==> src/hw/rtl/bidla_pkg.sv <==
// ----------------------------------------------------------------------------
// bidla_pkg
// Shared constants, codes and types of the bouncing walk step block.
// ----------------------------------------------------------------------------
`timescale 1ns / 1ps
`default_nettype none

package bidla_pkg;

  // grid geometry
  localparam int GRID_SIZE = 256;
  localparam int CW        = $clog2(GRID_SIZE);
  localparam int GRID_MID  = GRID_SIZE / 2;
  // signed offset width: holds offsets, gains up to 255 and one jump on top
  localparam int OW        = ((CW > 8) ? CW : 8) + 2;

  typedef logic [CW-1:0]         coord_t;
  typedef logic signed [OW-1:0]  offs_t;
  typedef logic [GRID_SIZE-1:0]  row_t;

  localparam offs_t OFF_LO  = offs_t'(-GRID_MID);
  localparam offs_t OFF_HI  = offs_t'(GRID_MID - 1);
  localparam offs_t OFF_MID = offs_t'(GRID_MID);

  // configuration register indexes
  localparam logic [1:0] CFG_BOUNCE_MODE = 2'd0;
  localparam logic [1:0] CFG_GAIN_A      = 2'd1;
  localparam logic [1:0] CFG_GAIN_B      = 2'd2;

  // bounce rule codes
  localparam logic [3:0] MODE_NONE = 4'd0;
  localparam logic [3:0] MODE_IDLA = 4'd1;
  localparam logic [3:0] MODE_SIGN = 4'd2;
  localparam logic [3:0] MODE_SIG2 = 4'd3;
  localparam logic [3:0] MODE_SOFT = 4'd4;
  localparam logic [3:0] MODE_MAXI = 4'd5;
  localparam logic [3:0] MODE_MAX2 = 4'd6;
  localparam logic [3:0] MODE_DENT = 4'd7;
  localparam logic [3:0] MODE_OCTO = 4'd8;

  // step direction codes
  localparam logic [1:0] DIR_PX = 2'd0;
  localparam logic [1:0] DIR_PY = 2'd1;
  localparam logic [1:0] DIR_NX = 2'd2;
  localparam logic [1:0] DIR_NY = 2'd3;

  // controller to datapath commands
  typedef struct packed {
    logic   clr_we;
    coord_t clr_row;
    logic   accept;
    logic   commit;
  } ctl_cmd_t;

  // datapath to controller status
  typedef struct packed {
    logic out_full;
  } dp_sts_t;

endpackage

`default_nettype wire

==> src/hw/rtl/bidla_ctrl.sv <==
// ----------------------------------------------------------------------------
// bidla_ctrl
// Controller: grid clearing pass after reset, request accept and commit.
// ----------------------------------------------------------------------------
`timescale 1ns / 1ps
`default_nettype none

module bidla_ctrl (
  input  wire logic                clk,
  input  wire logic                rst_n,
  input  wire logic                in_valid,
  output logic                     in_stall,
  input  wire logic                out_stall,
  input  wire bidla_pkg::dp_sts_t  sts,
  output bidla_pkg::ctl_cmd_t      cmd
);

  localparam logic [1:0] ST_CLEAR = 2'd0;
  localparam logic [1:0] ST_IDLE  = 2'd1;
  localparam logic [1:0] ST_EVAL  = 2'd2;

  localparam bidla_pkg::coord_t LAST_ROW = bidla_pkg::coord_t'(bidla_pkg::GRID_SIZE - 1);

  logic [1:0]        state_r, state_nxt;
  bidla_pkg::coord_t clr_cnt_r, clr_cnt_nxt;

  // next state and commands
  always_comb begin
    state_nxt   = state_r;
    clr_cnt_nxt = clr_cnt_r;
    cmd         = '0;
    cmd.clr_row = clr_cnt_r;
    in_stall    = 1'b1;
    case (state_r)
      ST_CLEAR: begin
        cmd.clr_we  = 1'b1;
        clr_cnt_nxt = clr_cnt_r + 1'b1;
        if (clr_cnt_r == LAST_ROW) begin
          state_nxt = ST_IDLE;
        end
      end
      ST_IDLE: begin
        in_stall   = 1'b0;
        cmd.accept = in_valid;
        if (in_valid) begin
          state_nxt = ST_EVAL;
        end
      end
      ST_EVAL: begin
        // wait for room in the output register
        cmd.commit = !(sts.out_full && out_stall);
        if (cmd.commit) begin
          state_nxt = ST_IDLE;
        end
      end
      default: begin
        state_nxt = ST_CLEAR;
      end
    endcase
  end

  // state registers
  always_ff @(posedge clk) begin
    if (!rst_n) begin
      state_r   <= ST_CLEAR;
      clr_cnt_r <= '0;
    end else begin
      state_r   <= state_nxt;
      clr_cnt_r <= clr_cnt_nxt;
    end
  end

endmodule

`default_nettype wire

==> config.mk <==
export PLATFORM = sky130hd
export DESIGN_NAME = bidla_ctrl
export DESIGN_NICKNAME = d
export VERILOG_FILES = /design/src/hw/rtl/bidla_pkg.sv /design/src/hw/rtl/bidla_ctrl.sv
export SDC_FILE = /design/constraint.sdc
export NUM_CORES = 1
export LEC_CHECK = 0
export BUFFER_PORTS_ARGS = -buffer_cell sky130_fd_sc_hd__buf_2
export CORE_AREA = 3 3 40 42
export DETAILED_ROUTE_END_ITERATION = 8
export DIE_AREA = 0 0 43 45
export PLACE_DENSITY = 0.65
export SYNTH_ARGS = -nofsm -noshare
export SYNTH_HDL_FRONTEND = slang
export SYNTH_SLANG_ARGS = --single-unit
==> constraint.sdc <==
create_clock -name clk -period 1.44 [get_ports clk]
set_input_delay 0.288 -clock clk [delete_from_list [all_inputs] [get_ports clk]]
set_output_delay 0.288 -clock clk [all_outputs]
set_load 0.02 [all_outputs]
==> results of run 1 <==
## cells by family after synthesis
kind of cell / synth area share
xor+xnor: 0.0367
fa+ha+maj: 0.0262
buf+inv: 0.0550
flops: 0.419
compound gates: 0.191
simple gates: 0.272
## final timing paths
kind / from / cells past startpoint / to
setup / recovery: state_r[0]$_SDFFE_PN0P_ / 3 / cmd[0]
hold / removal: rst_n / 2 / state_r[1]$_SDFFE_PN0P_
setup reg to reg: state_r[1]$_SDFFE_PN0P_ / 3 / clr_cnt_r[7]$_SDFFE_PN0P_
hold reg to reg: clr_cnt_r[1]$_SDFFE_PN0P_ / 2 / clr_cnt_r[1]$_SDFFE_PN0P_
## cell usage in the layout, fill, tap and decap left out
master	count
xnor2_1	2
and3_2	1
or2_2	1
dfxtp_2	3
and2b_2	1
a211oi_1	1
o22ai_1	1
o31ai_1	4
ha_2	1
buf_2	15
nand4_1	1
o21a_1	1
inv_1	3
or3_2	1
and3_1	2
or4_1	4
dfxtp_1	7
nor2_1	2
nand2_1	5
inv_4	1
a21oi_1	6
nor3b_1	1
or2_4	1
o21ai_0	2
buf_4	3
nand3_1	3
clkbuf_4	3
## metrics by stage
| step | power [µW] | hold slack, ps | cells |
|---|---|---|---|
| 4_1_cts | 536 | 250 | 90 |
| 3_3_place_gp | 343 | 482 | 87 |
| 5_1_grt | 547 | 270 | 91 |
| 3_5_place_dp | 343 | 485 | 87 |
| 6_report | 524 | 257 | 91 |
| 2_1_floorplan | 323 | 405 | 55 |
## final cells by class
cell class | count | area [µm²] | area share
tap | 15 | 18.8 | 0.0302
multi-input combinational | 41 | 260 | 0.419
inverter | 4 | 17.5 | 0.0282
clock buffer | 3 | 22.5 | 0.0363
sequential | 10 | 204 | 0.329
timing repair buffer | 18 | 97.6 | 0.157
## report_power, final
part | switching [µW] | total, µW | internal, µW | leakage [µW]
Sequential | 6.66 | 291 | 284 | 0.0000824
Clock | 90.8 | 187 | 96.4 | 0.0000138
Combinational | 26.2 | 46.2 | 20.0 | 0.000171
## layer usage
metal / up-vias / track usage / routed length, µm
met5: - / 0 / 0
met4: 0 / 0.0482 / 8
met3: 2 / 0.0637 / 66
met2: 13 / 0.165 / 412
met1: 222 / 0.148 / 509
li1: 251 / - / -
## registers in the layout, indices dropped and copies added, names as in the netlist
| name | flops |
|---|---|
| clr_cnt_r | 8 |
| state_r | 2 |
## repair_timing
item / 4_1_cts / 5_1_grt
setup buffers: 0 / 0
gates cloned: 0 / 1
pin swaps: 0 / 1
gates resized for setup: 2 / 5
setup endpoints to repair: 1 / 3
hold endpoints to repair: 0 / 0
==> summary.md, run 1 <==
| Metric | Value |
|---|---|
| Status | finished, final reports clean |
| Seq/Total Area, Yosys | 0.419 |
| Top-count cell post-synth | dfxtp_1 |
| Pwr dens | 845 nW/µm² |
| DIE HEIGHT | 45 µm |
| DP Area | 581 µm² |
| Dpl ws | 97.6 ps |
| Slowest-stage cell, CP | dfxtp_2 |
| Wirelength per Cell | 11.0 µm |
| Static leakage | 0.000267 µW |
| Syn_nets | 61 |
| Gpl congestion | 0.741 |
| Layout cell share with drive strength beyond 1 | 0.408 |
| Clock transition at path regs | 60 ps |
| CORE AREA | 1280 µm² |
| Critical path type | flip-flop to output port |
| Initial antenna violation count | 0 |
| Cell variety after synth | 22 |
| Area share of the largest cell type after synthesis | 0.419 |
| Largest net degree at the start of global routing | 13 |
| Worst slew pin tran | 252 ps |
| DRT antenna net count | 0 |
| WP data required | 1150 ps |
| RSZ-0062 raised after global routing | no |
| Drt first-iter violations | 4 |
| Max transition margin | 0.832 |
| Critical Path AT | 1110 ps |
| Synth warn | 0 |
| CP Cell Sequence | buf_4 > a211oi_1 > buf_2 |
| Most used DFF post-synth | dfxtp_1 |
| Worst-case vdd ir drop | 0.569 mV |
| Synthesized area | 478 µm² |
| Post-synth EDFFs | 0 |
| FF-to-FF setup slack | 100 ps |
| Fin util | 0.483 |
| Die area | 1940 µm² |
| Clock sinks | 10 |
| Final Cell Area | 621 µm² |
| Clock root buffer | clkbuf_4 |
| Maxcap violations | 0 |
| Diode count | 0 |
| Area delta synth->final | 29.8% |
| Fmax | 718 MHz |
| Std cell rows | 13 |
| Family with the most delay on the worst path | buffers and inverters |
| HPWL Detailed | 736 µm |
| # nets final | 84 |
| Via density | 5.36 |
| Cells after Synth | 55 |
| Hold buffer count at CTS | 0 |
| Initial core utilization | 0.372 |
| Htree depth | 1 |
| Area leader, netlist | dfxtp_1 |
| Final hold violation count | 0 |
| Port bufs | 16 |
| DRT Wirelength | 997 µm |
| Die X-Extent | 43 µm |
| CTS tree | done |
| Post-Syn Area per Cell | 8.69 µm² |
| Worst path bufs/invs | 2 |
| Fin crit period | 1390 ps |
| Total negative setup slack | 0 ps |
| Crit-path max cell delay | 320 ps |
| Drt drc | 0 |
| #FFs+latches synth | 10 |
| Drt pass-1 iters | 4 |
| Fin Clk Skew | 0.563 ps |
| Total CTS buffers | 3 |
| CTS Buffer Depth | 2 |
| Fillcell total | 140 |
| Critical Path End Type | output port |
| GRT Util Overall | 0.117 |
| Global-route wire length before repair | 1680 µm |
| Max FO, Critical Path | 6 |
| Max-slew violations | 0 |
| Crit share post-route | 0.968 |
| Clk_lat worst skew | 260 ps |
| CP Launch Type | flip-flop |
| Hold/Removal Path Class | input port to flip-flop |
| Top cells by area, synth | dfxtp_1, a21oi_1, o31ai_1 |
| Ys async rst share | 0 |
| Ports | 17 |
| Vias in the first global route | 412 |
| Grt total ovfl | 0 |
| # setup viols final | 0 |
| Synth top cells by count | dfxtp_1, a21oi_1, nand2_1 |
| Via count | 488 |
| Worst setup margin | 46.3 ps |
Note: power is estimated with default switching activity, not from simulation.
==> inputs of run 2 (changes only) <==
--- a/config.mk
+++ b/config.mk
@@ -5,11 +5,11 @@
 export SDC_FILE = /design/constraint.sdc
 export NUM_CORES = 1
 export LEC_CHECK = 0
-export BUFFER_PORTS_ARGS = -buffer_cell sky130_fd_sc_hd__buf_2
 export CORE_AREA = 3 3 40 42
 export DETAILED_ROUTE_END_ITERATION = 8
 export DIE_AREA = 0 0 43 45
-export PLACE_DENSITY = 0.65
+export DONT_BUFFER_PORTS = 1
+export PLACE_DENSITY = 0.63
 export SYNTH_ARGS = -nofsm -noshare
 export SYNTH_HDL_FRONTEND = slang
 export SYNTH_SLANG_ARGS = --single-unit
==> run 2 against run 1 <==
  * Critical path depth stayed put
  * Cell count shrank 11%
  * Count of clock-buffer cells in the layout unchanged
  * Routed wire length is 1.8% higher
  * Register-to-register slack hardly changed
  * Combinational power is 11% lower
  * Highest routed layer unchanged
==> summary.md, run 2 (synthesized netlist as in run 1, its figures left out) <==
| Metric | Value |
|---|---|
| Status | finished, final reports clean |
| Crit-path max cell delay | 310 ps |
| Max FO, Critical Path | 6 |
| Sequential cell area | 203 µm² |
| Gpl congestion | 0.726 |
| Top reg by flops | clr_cnt_r |
| Worst path bufs/invs | 2 |
| Dpl ws | 93.8 ps |
| Port bufs | 0 |
| Std cell rows | 13 |
| WP data required | 1150 ps |
| Die X-Extent | 43 µm |
| Slowest-stage cell, CP | dfxtp_1 |
| Worst Hold Slack | 142 ps |
| Worst setup margin | 89.0 ps |
| Htree depth | 1 |
| Total CTS buffers | 3 |
| Fin crit period | 1350 ps |
| Max transition margin | 0.798 |
| CTS tree | done |
| CTS Buffer Depth | 2 |
| Via count | 432 |
| Tot Pwr | 523 µW |
| CP most frequent cell | buf_4 |
| Initial core utilization | 0.372 |
| Final hold violation count | 0 |
| CP Launch Type | flip-flop |
| Critical path type | flip-flop to output port |
| Ports | 17 |
| Clock root buffer | clkbuf_4 |
| Max-slew violations | 0 |
| Final Cell Area | 589 µm² |
| Fin Clk Skew | 8.09 ps |
| Layout cell share with drive strength beyond 1 | 0.318 |
| CP Cell Sequence | buf_4 > a211oi_2 > buf_4 |
| DRT antenna net count | 0 |
| Pwr dens | 887 nW/µm² |
| Fillcell total | 142 |
| Total negative setup slack | 0 ps |
| Via density | 5.33 |
| Static leakage | 0.000221 µW |
| Diode count | 0 |
| Max reg flops | 8 |
| Drt first-iter violations | 3 |
| Maxcap violations | 0 |
| Area delta synth->final | 23.3% |
| Crit share post-route | 0.938 |
| Critical Path End Type | output port |
| # nets final | 74 |
| GRT Util Overall | 0.119 |
| Hold/Removal Path Class | input port to flip-flop |
| Worst slew pin tran | 303 ps |
| Global-route wire length before repair | 1660 µm |
| CORE AREA | 1280 µm² |
| DIE HEIGHT | 45 µm |
| Worst-case vdd ir drop | 0.374 mV |
| Critical Path AT | 1060 ps |
| Setup Buffers After CTS | 0 |
| Fmax | 740 MHz |
| DRT Wirelength | 1020 µm |
| # setup viols final | 0 |
| Drt pass-1 iters | 4 |
| Wirelength per Cell | 12.5 µm |
| Top Registers | clr_cnt_r: 8 flops, state_r: 2 flops |
| Initial antenna violation count | 0 |
| DP Area | 553 µm² |
| Die area | 1940 µm² |
| Clock sinks | 10 |
| Family with the most delay on the worst path | flip-flops |
| Vias in the first global route | 384 |
| Most frequent cells in the layout | buf_4, dfxtp_1, a21oi_1 |
| Drt drc | 0 |
| Multi-input logic area | 259 µm² |
| Grt total ovfl | 0 |
| Clock transition at path regs | 60 ps |
| RSZ-0062 raised after global routing | no |
| Largest net degree at the start of global routing | 13 |
| Most common cell after layout, fill and taps aside | buf_4 |
| Clk_lat worst skew | 270 ps |
-- run 2: final cells by class --
cell class,count,share of cell area
clock buffer,3,0.0382
inverter,4,0.0318
multi-input combinational,40,0.439
sequential,10,0.344
timing repair buffer,9,0.115
tap,15,0.0318
-- run 2: path summary, 6_finish.rpt --
check                                               start                        end  slack [ps]  depth (start not counted)
worst max-delay path              state_r[0]$_SDFFE_PN0P_                     cmd[0]          90                          3
worst min-delay path                                rst_n    state_r[1]$_SDFFE_PN0P_         140                          1
worst min register to register  clr_cnt_r[1]$_SDFFE_PN0P_  clr_cnt_r[1]$_SDFFE_PN0P_         480                          2
worst max register to register    state_r[1]$_SDFFE_PN0P_  clr_cnt_r[6]$_SDFFE_PN0P_         100                          3
-- run 2: where the power goes --
group	switching, µW	internal, µW	leakage (µW)
Sequential	7.49	285	0.0000820
Combinational	23.2	18.1	0.000125
Clock	93.1	96.4	0.0000138
-- run 2: through the flow --
stage               instances  utilization
floorplan                  55            -
global placement           78        0.430
detailed placement         78        0.430
CTS                        81        0.448
global route               81        0.459
finish                     81        0.459
-- run 2: worst register-to-register path, delay by kind of cell (launching register included) --
family           cells  cell delay (ps)
AND/OR/NAND/NOR      2              790
AO/OA/AOI/OAI        1              150
flip-flops           1              340
-- run 2: what timing repair did --
action | 4_1_cts | 5_1_grt
resized for setup | 0 | 5
endpoints found under the setup margin | 0 | 3
hold buffers | 0 | 0
-- run 2: metal layers --
layer | up-vias | track usage | share of wire
li1 | 226 | - | -
met1 | 189 | 0.141 | 0.48
met2 | 12 | 0.162 | 0.40
met3 | 5 | 0.0757 | 0.090
met4 | 0 | 0.0723 | 0.024
met5 | - | 0 | 0
==> inputs of run 3 (changes only) <==
--- a/config.mk
+++ b/config.mk
@@ -9,7 +9,7 @@
 export DETAILED_ROUTE_END_ITERATION = 8
 export DIE_AREA = 0 0 43 45
 export DONT_BUFFER_PORTS = 1
-export PLACE_DENSITY = 0.63
+export PLACE_DENSITY = 0.58
 export SYNTH_ARGS = -nofsm -noshare
 export SYNTH_HDL_FRONTEND = slang
 export SYNTH_SLANG_ARGS = --single-unit
==> run 3 against run 2 <==
  * Count of clock-buffer cells in the layout increased by 1
  * Total power increased by 12%
  * Cell count increased by 1.2%
  * Utilization increased by 0.68 points
  * Global-route usage decreased by 0.67 points
  * Register-to-register slack got worse by 30 ps
  * Design area increased by 1.5%
  * Clock power increased by 34%
  * Setup slack got worse by 19 ps
  * Largest power group unchanged
  * Combinational power about the same
  * Routed wire length decreased by 3.8%
  * Die area unchanged
==> summary.md, run 3 (synthesized netlist as in run 1, its figures left out) <==
| Metric | Value |
|---|---|
| Wirelength per Cell | 11.9 µm |
| Hold Crit Start | rst_n |
| Worst r2r src | state_r[1]$_SDFFE_PN0P_ |
| Busiest grt layer | met1 |
| Worst setup margin | 69.8 ps |
| Placed Cells | 78 |
| WP data required | 1150 ps |
| Via density | 5.23 |
| Hold buffer count at CTS | 0 |
| Max transition margin | 0.805 |
| Crit-path max cell delay | 320 ps |
| Dpl ws | 97.7 ps |
| # nets final | 74 |
| Drt first-iter violations | 9 |
| CTS Buffer Depth | 2 |
| Fin Clk Skew | 5.13 ps |
| GRT Util Overall | 0.113 |
| Max FO, Critical Path | 6 |
| Critical Path AT | 1080 ps |
| Max reg flops | 8 |
| Drt drc | 0 |
| Clk_lat worst skew | 270 ps |
| GRT met3 Usage | 0.0319 |
| DP Area | 553 µm² |
| CP most frequent cell | buf_4 |
| Most common cell after layout, fill and taps aside | dfxtp_1 |
| Layout cell share with drive strength beyond 1 | 0.284 |
| Fin crit period | 1370 ps |
| Grt total ovfl | 0 |
| CTS tree | done |
| Worst slew pin tran | 292 ps |
| Fillcell total | 133 |
| Critical Path End Type | output port |
| Total CTS buffers | 3 |
| Initial antenna violation count | 0 |
| Die X-Extent | 43 µm |
| Crit share post-route | 0.952 |
| HPWL Detailed | 725 µm |
| Slowest-stage cell, CP | dfxtp_1 |
| Std cell rows | 13 |
| Setup crit start | state_r[0]$_SDFFE_PN0P_ |
| Pwr dens | 978 nW/µm² |
| CP Cell Sequence | buf_4 > a211oi_2 > buf_4 |
| Max-slew violations | 0 |
| GR Util met1 | 0.146 |
| Area delta synth->final | 25.1% |
| Diode count | 0 |
| CORE AREA | 1280 µm² |
| Total negative setup slack | 0 ps |
| Ports | 17 |
| Clock transition at path regs | 70 ps |
| Initial core utilization | 0.372 |
| Via count | 429 |
| DRT antenna net count | 0 |
| Worst path bufs/invs | 2 |
| RSZ-0062 raised after global routing | yes |
| Status | finished, final reports clean |
| Post-Layout Cell Count | 82 |
| Worst-case vdd ir drop | 0.437 mV |
| Critical path type | flip-flop to output port |
| Global-route wire length before repair | 1580 µm |
| # setup viols final | 0 |
| Clock sinks | 10 |
| Fmax | 730 MHz |
| Drt pass-1 iters | 4 |
| GRT met2 Usage | 0.144 |
| Vias in the first global route | 381 |
| Htree depth | 1 |
| Family with the most delay on the worst path | flip-flops |
| Static leakage | 0.000230 µW |
| Port bufs | 0 |
| Most frequent cells in the layout | dfxtp_1, buf_4, a21oi_1 |
| Clock root buffer | clkbuf_4 |
| DIE HEIGHT | 45 µm |
| Top reg by flops | clr_cnt_r |
| Maxcap violations | 0 |
| Final Cell Area | 598 µm² |
| Largest net degree at the start of global routing | 13 |
| Gpl congestion | 0.685 |
| Die area | 1940 µm² |
| Final hold violation count | 0 |
| DRT Wirelength | 976 µm |
| Top Registers | clr_cnt_r: 8 flops, state_r: 2 flops |
| Hold/Removal Path Class | input port to flip-flop |
| CP Launch Type | flip-flop |
[run 3: through the flow]
stage               hold slack, ps  total power, µW  utilization
floorplan                      405              323            -
global placement               412              338        0.430
detailed placement             415              338        0.430
CTS                            126              600        0.459
global route                   137              616        0.465
finish                         136              585        0.465
[run 3: metal layers]
layer  wire length, µm  share of wire  up-vias
li1                  -              -      228
met1               452           0.46      186
met2               427           0.44       13
met3                86          0.088        2
met4                10          0.010        0
met5                 0              0        -
[run 3: timing repair]
action	in CTS	in global routing
setup endpoints to repair	0	2
gates resized for setup	0	2
setup buffers	0	0
[run 3: final cells by class]
cell class / count / area (µm²) / share of cell area
multi-input combinational: 40 / 256 / 0.429
sequential: 10 / 200 / 0.335
timing repair buffer: 9 / 67.6 / 0.113
clock buffer: 4 / 36.3 / 0.0607
inverter: 4 / 18.8 / 0.0314
tap: 15 / 18.8 / 0.0314
[run 3: worst register-to-register path: cells and delay by family, from the launching register on]
family           cells  cell delay [ps]
AO/OA/AOI/OAI        1              150
flip-flops           1              340
AND/OR/NAND/NOR      2              800
[run 3: power by group]
group / total, µW / internal [µW] / leakage [µW] / switching, µW
logic: 41.3 / 17.6 / 0.000127 / 23.7
registers: 290 / 284 / 0.0000812 / 5.78
clock network: 254 / 154 / 0.0000210 / 101
[run 3: worst paths after layout]
check,end,slack (ps),cells after the start
worst max-delay path,cmd[0],70,3
worst min register to register,clr_cnt_r[6]$_SDFFE_PN0P_,500,2
worst max register to register,clr_cnt_r[7]$_SDFFE_PN0P_,70,3
worst min-delay path,state_r[1]$_SDFFE_PN0P_,140,1
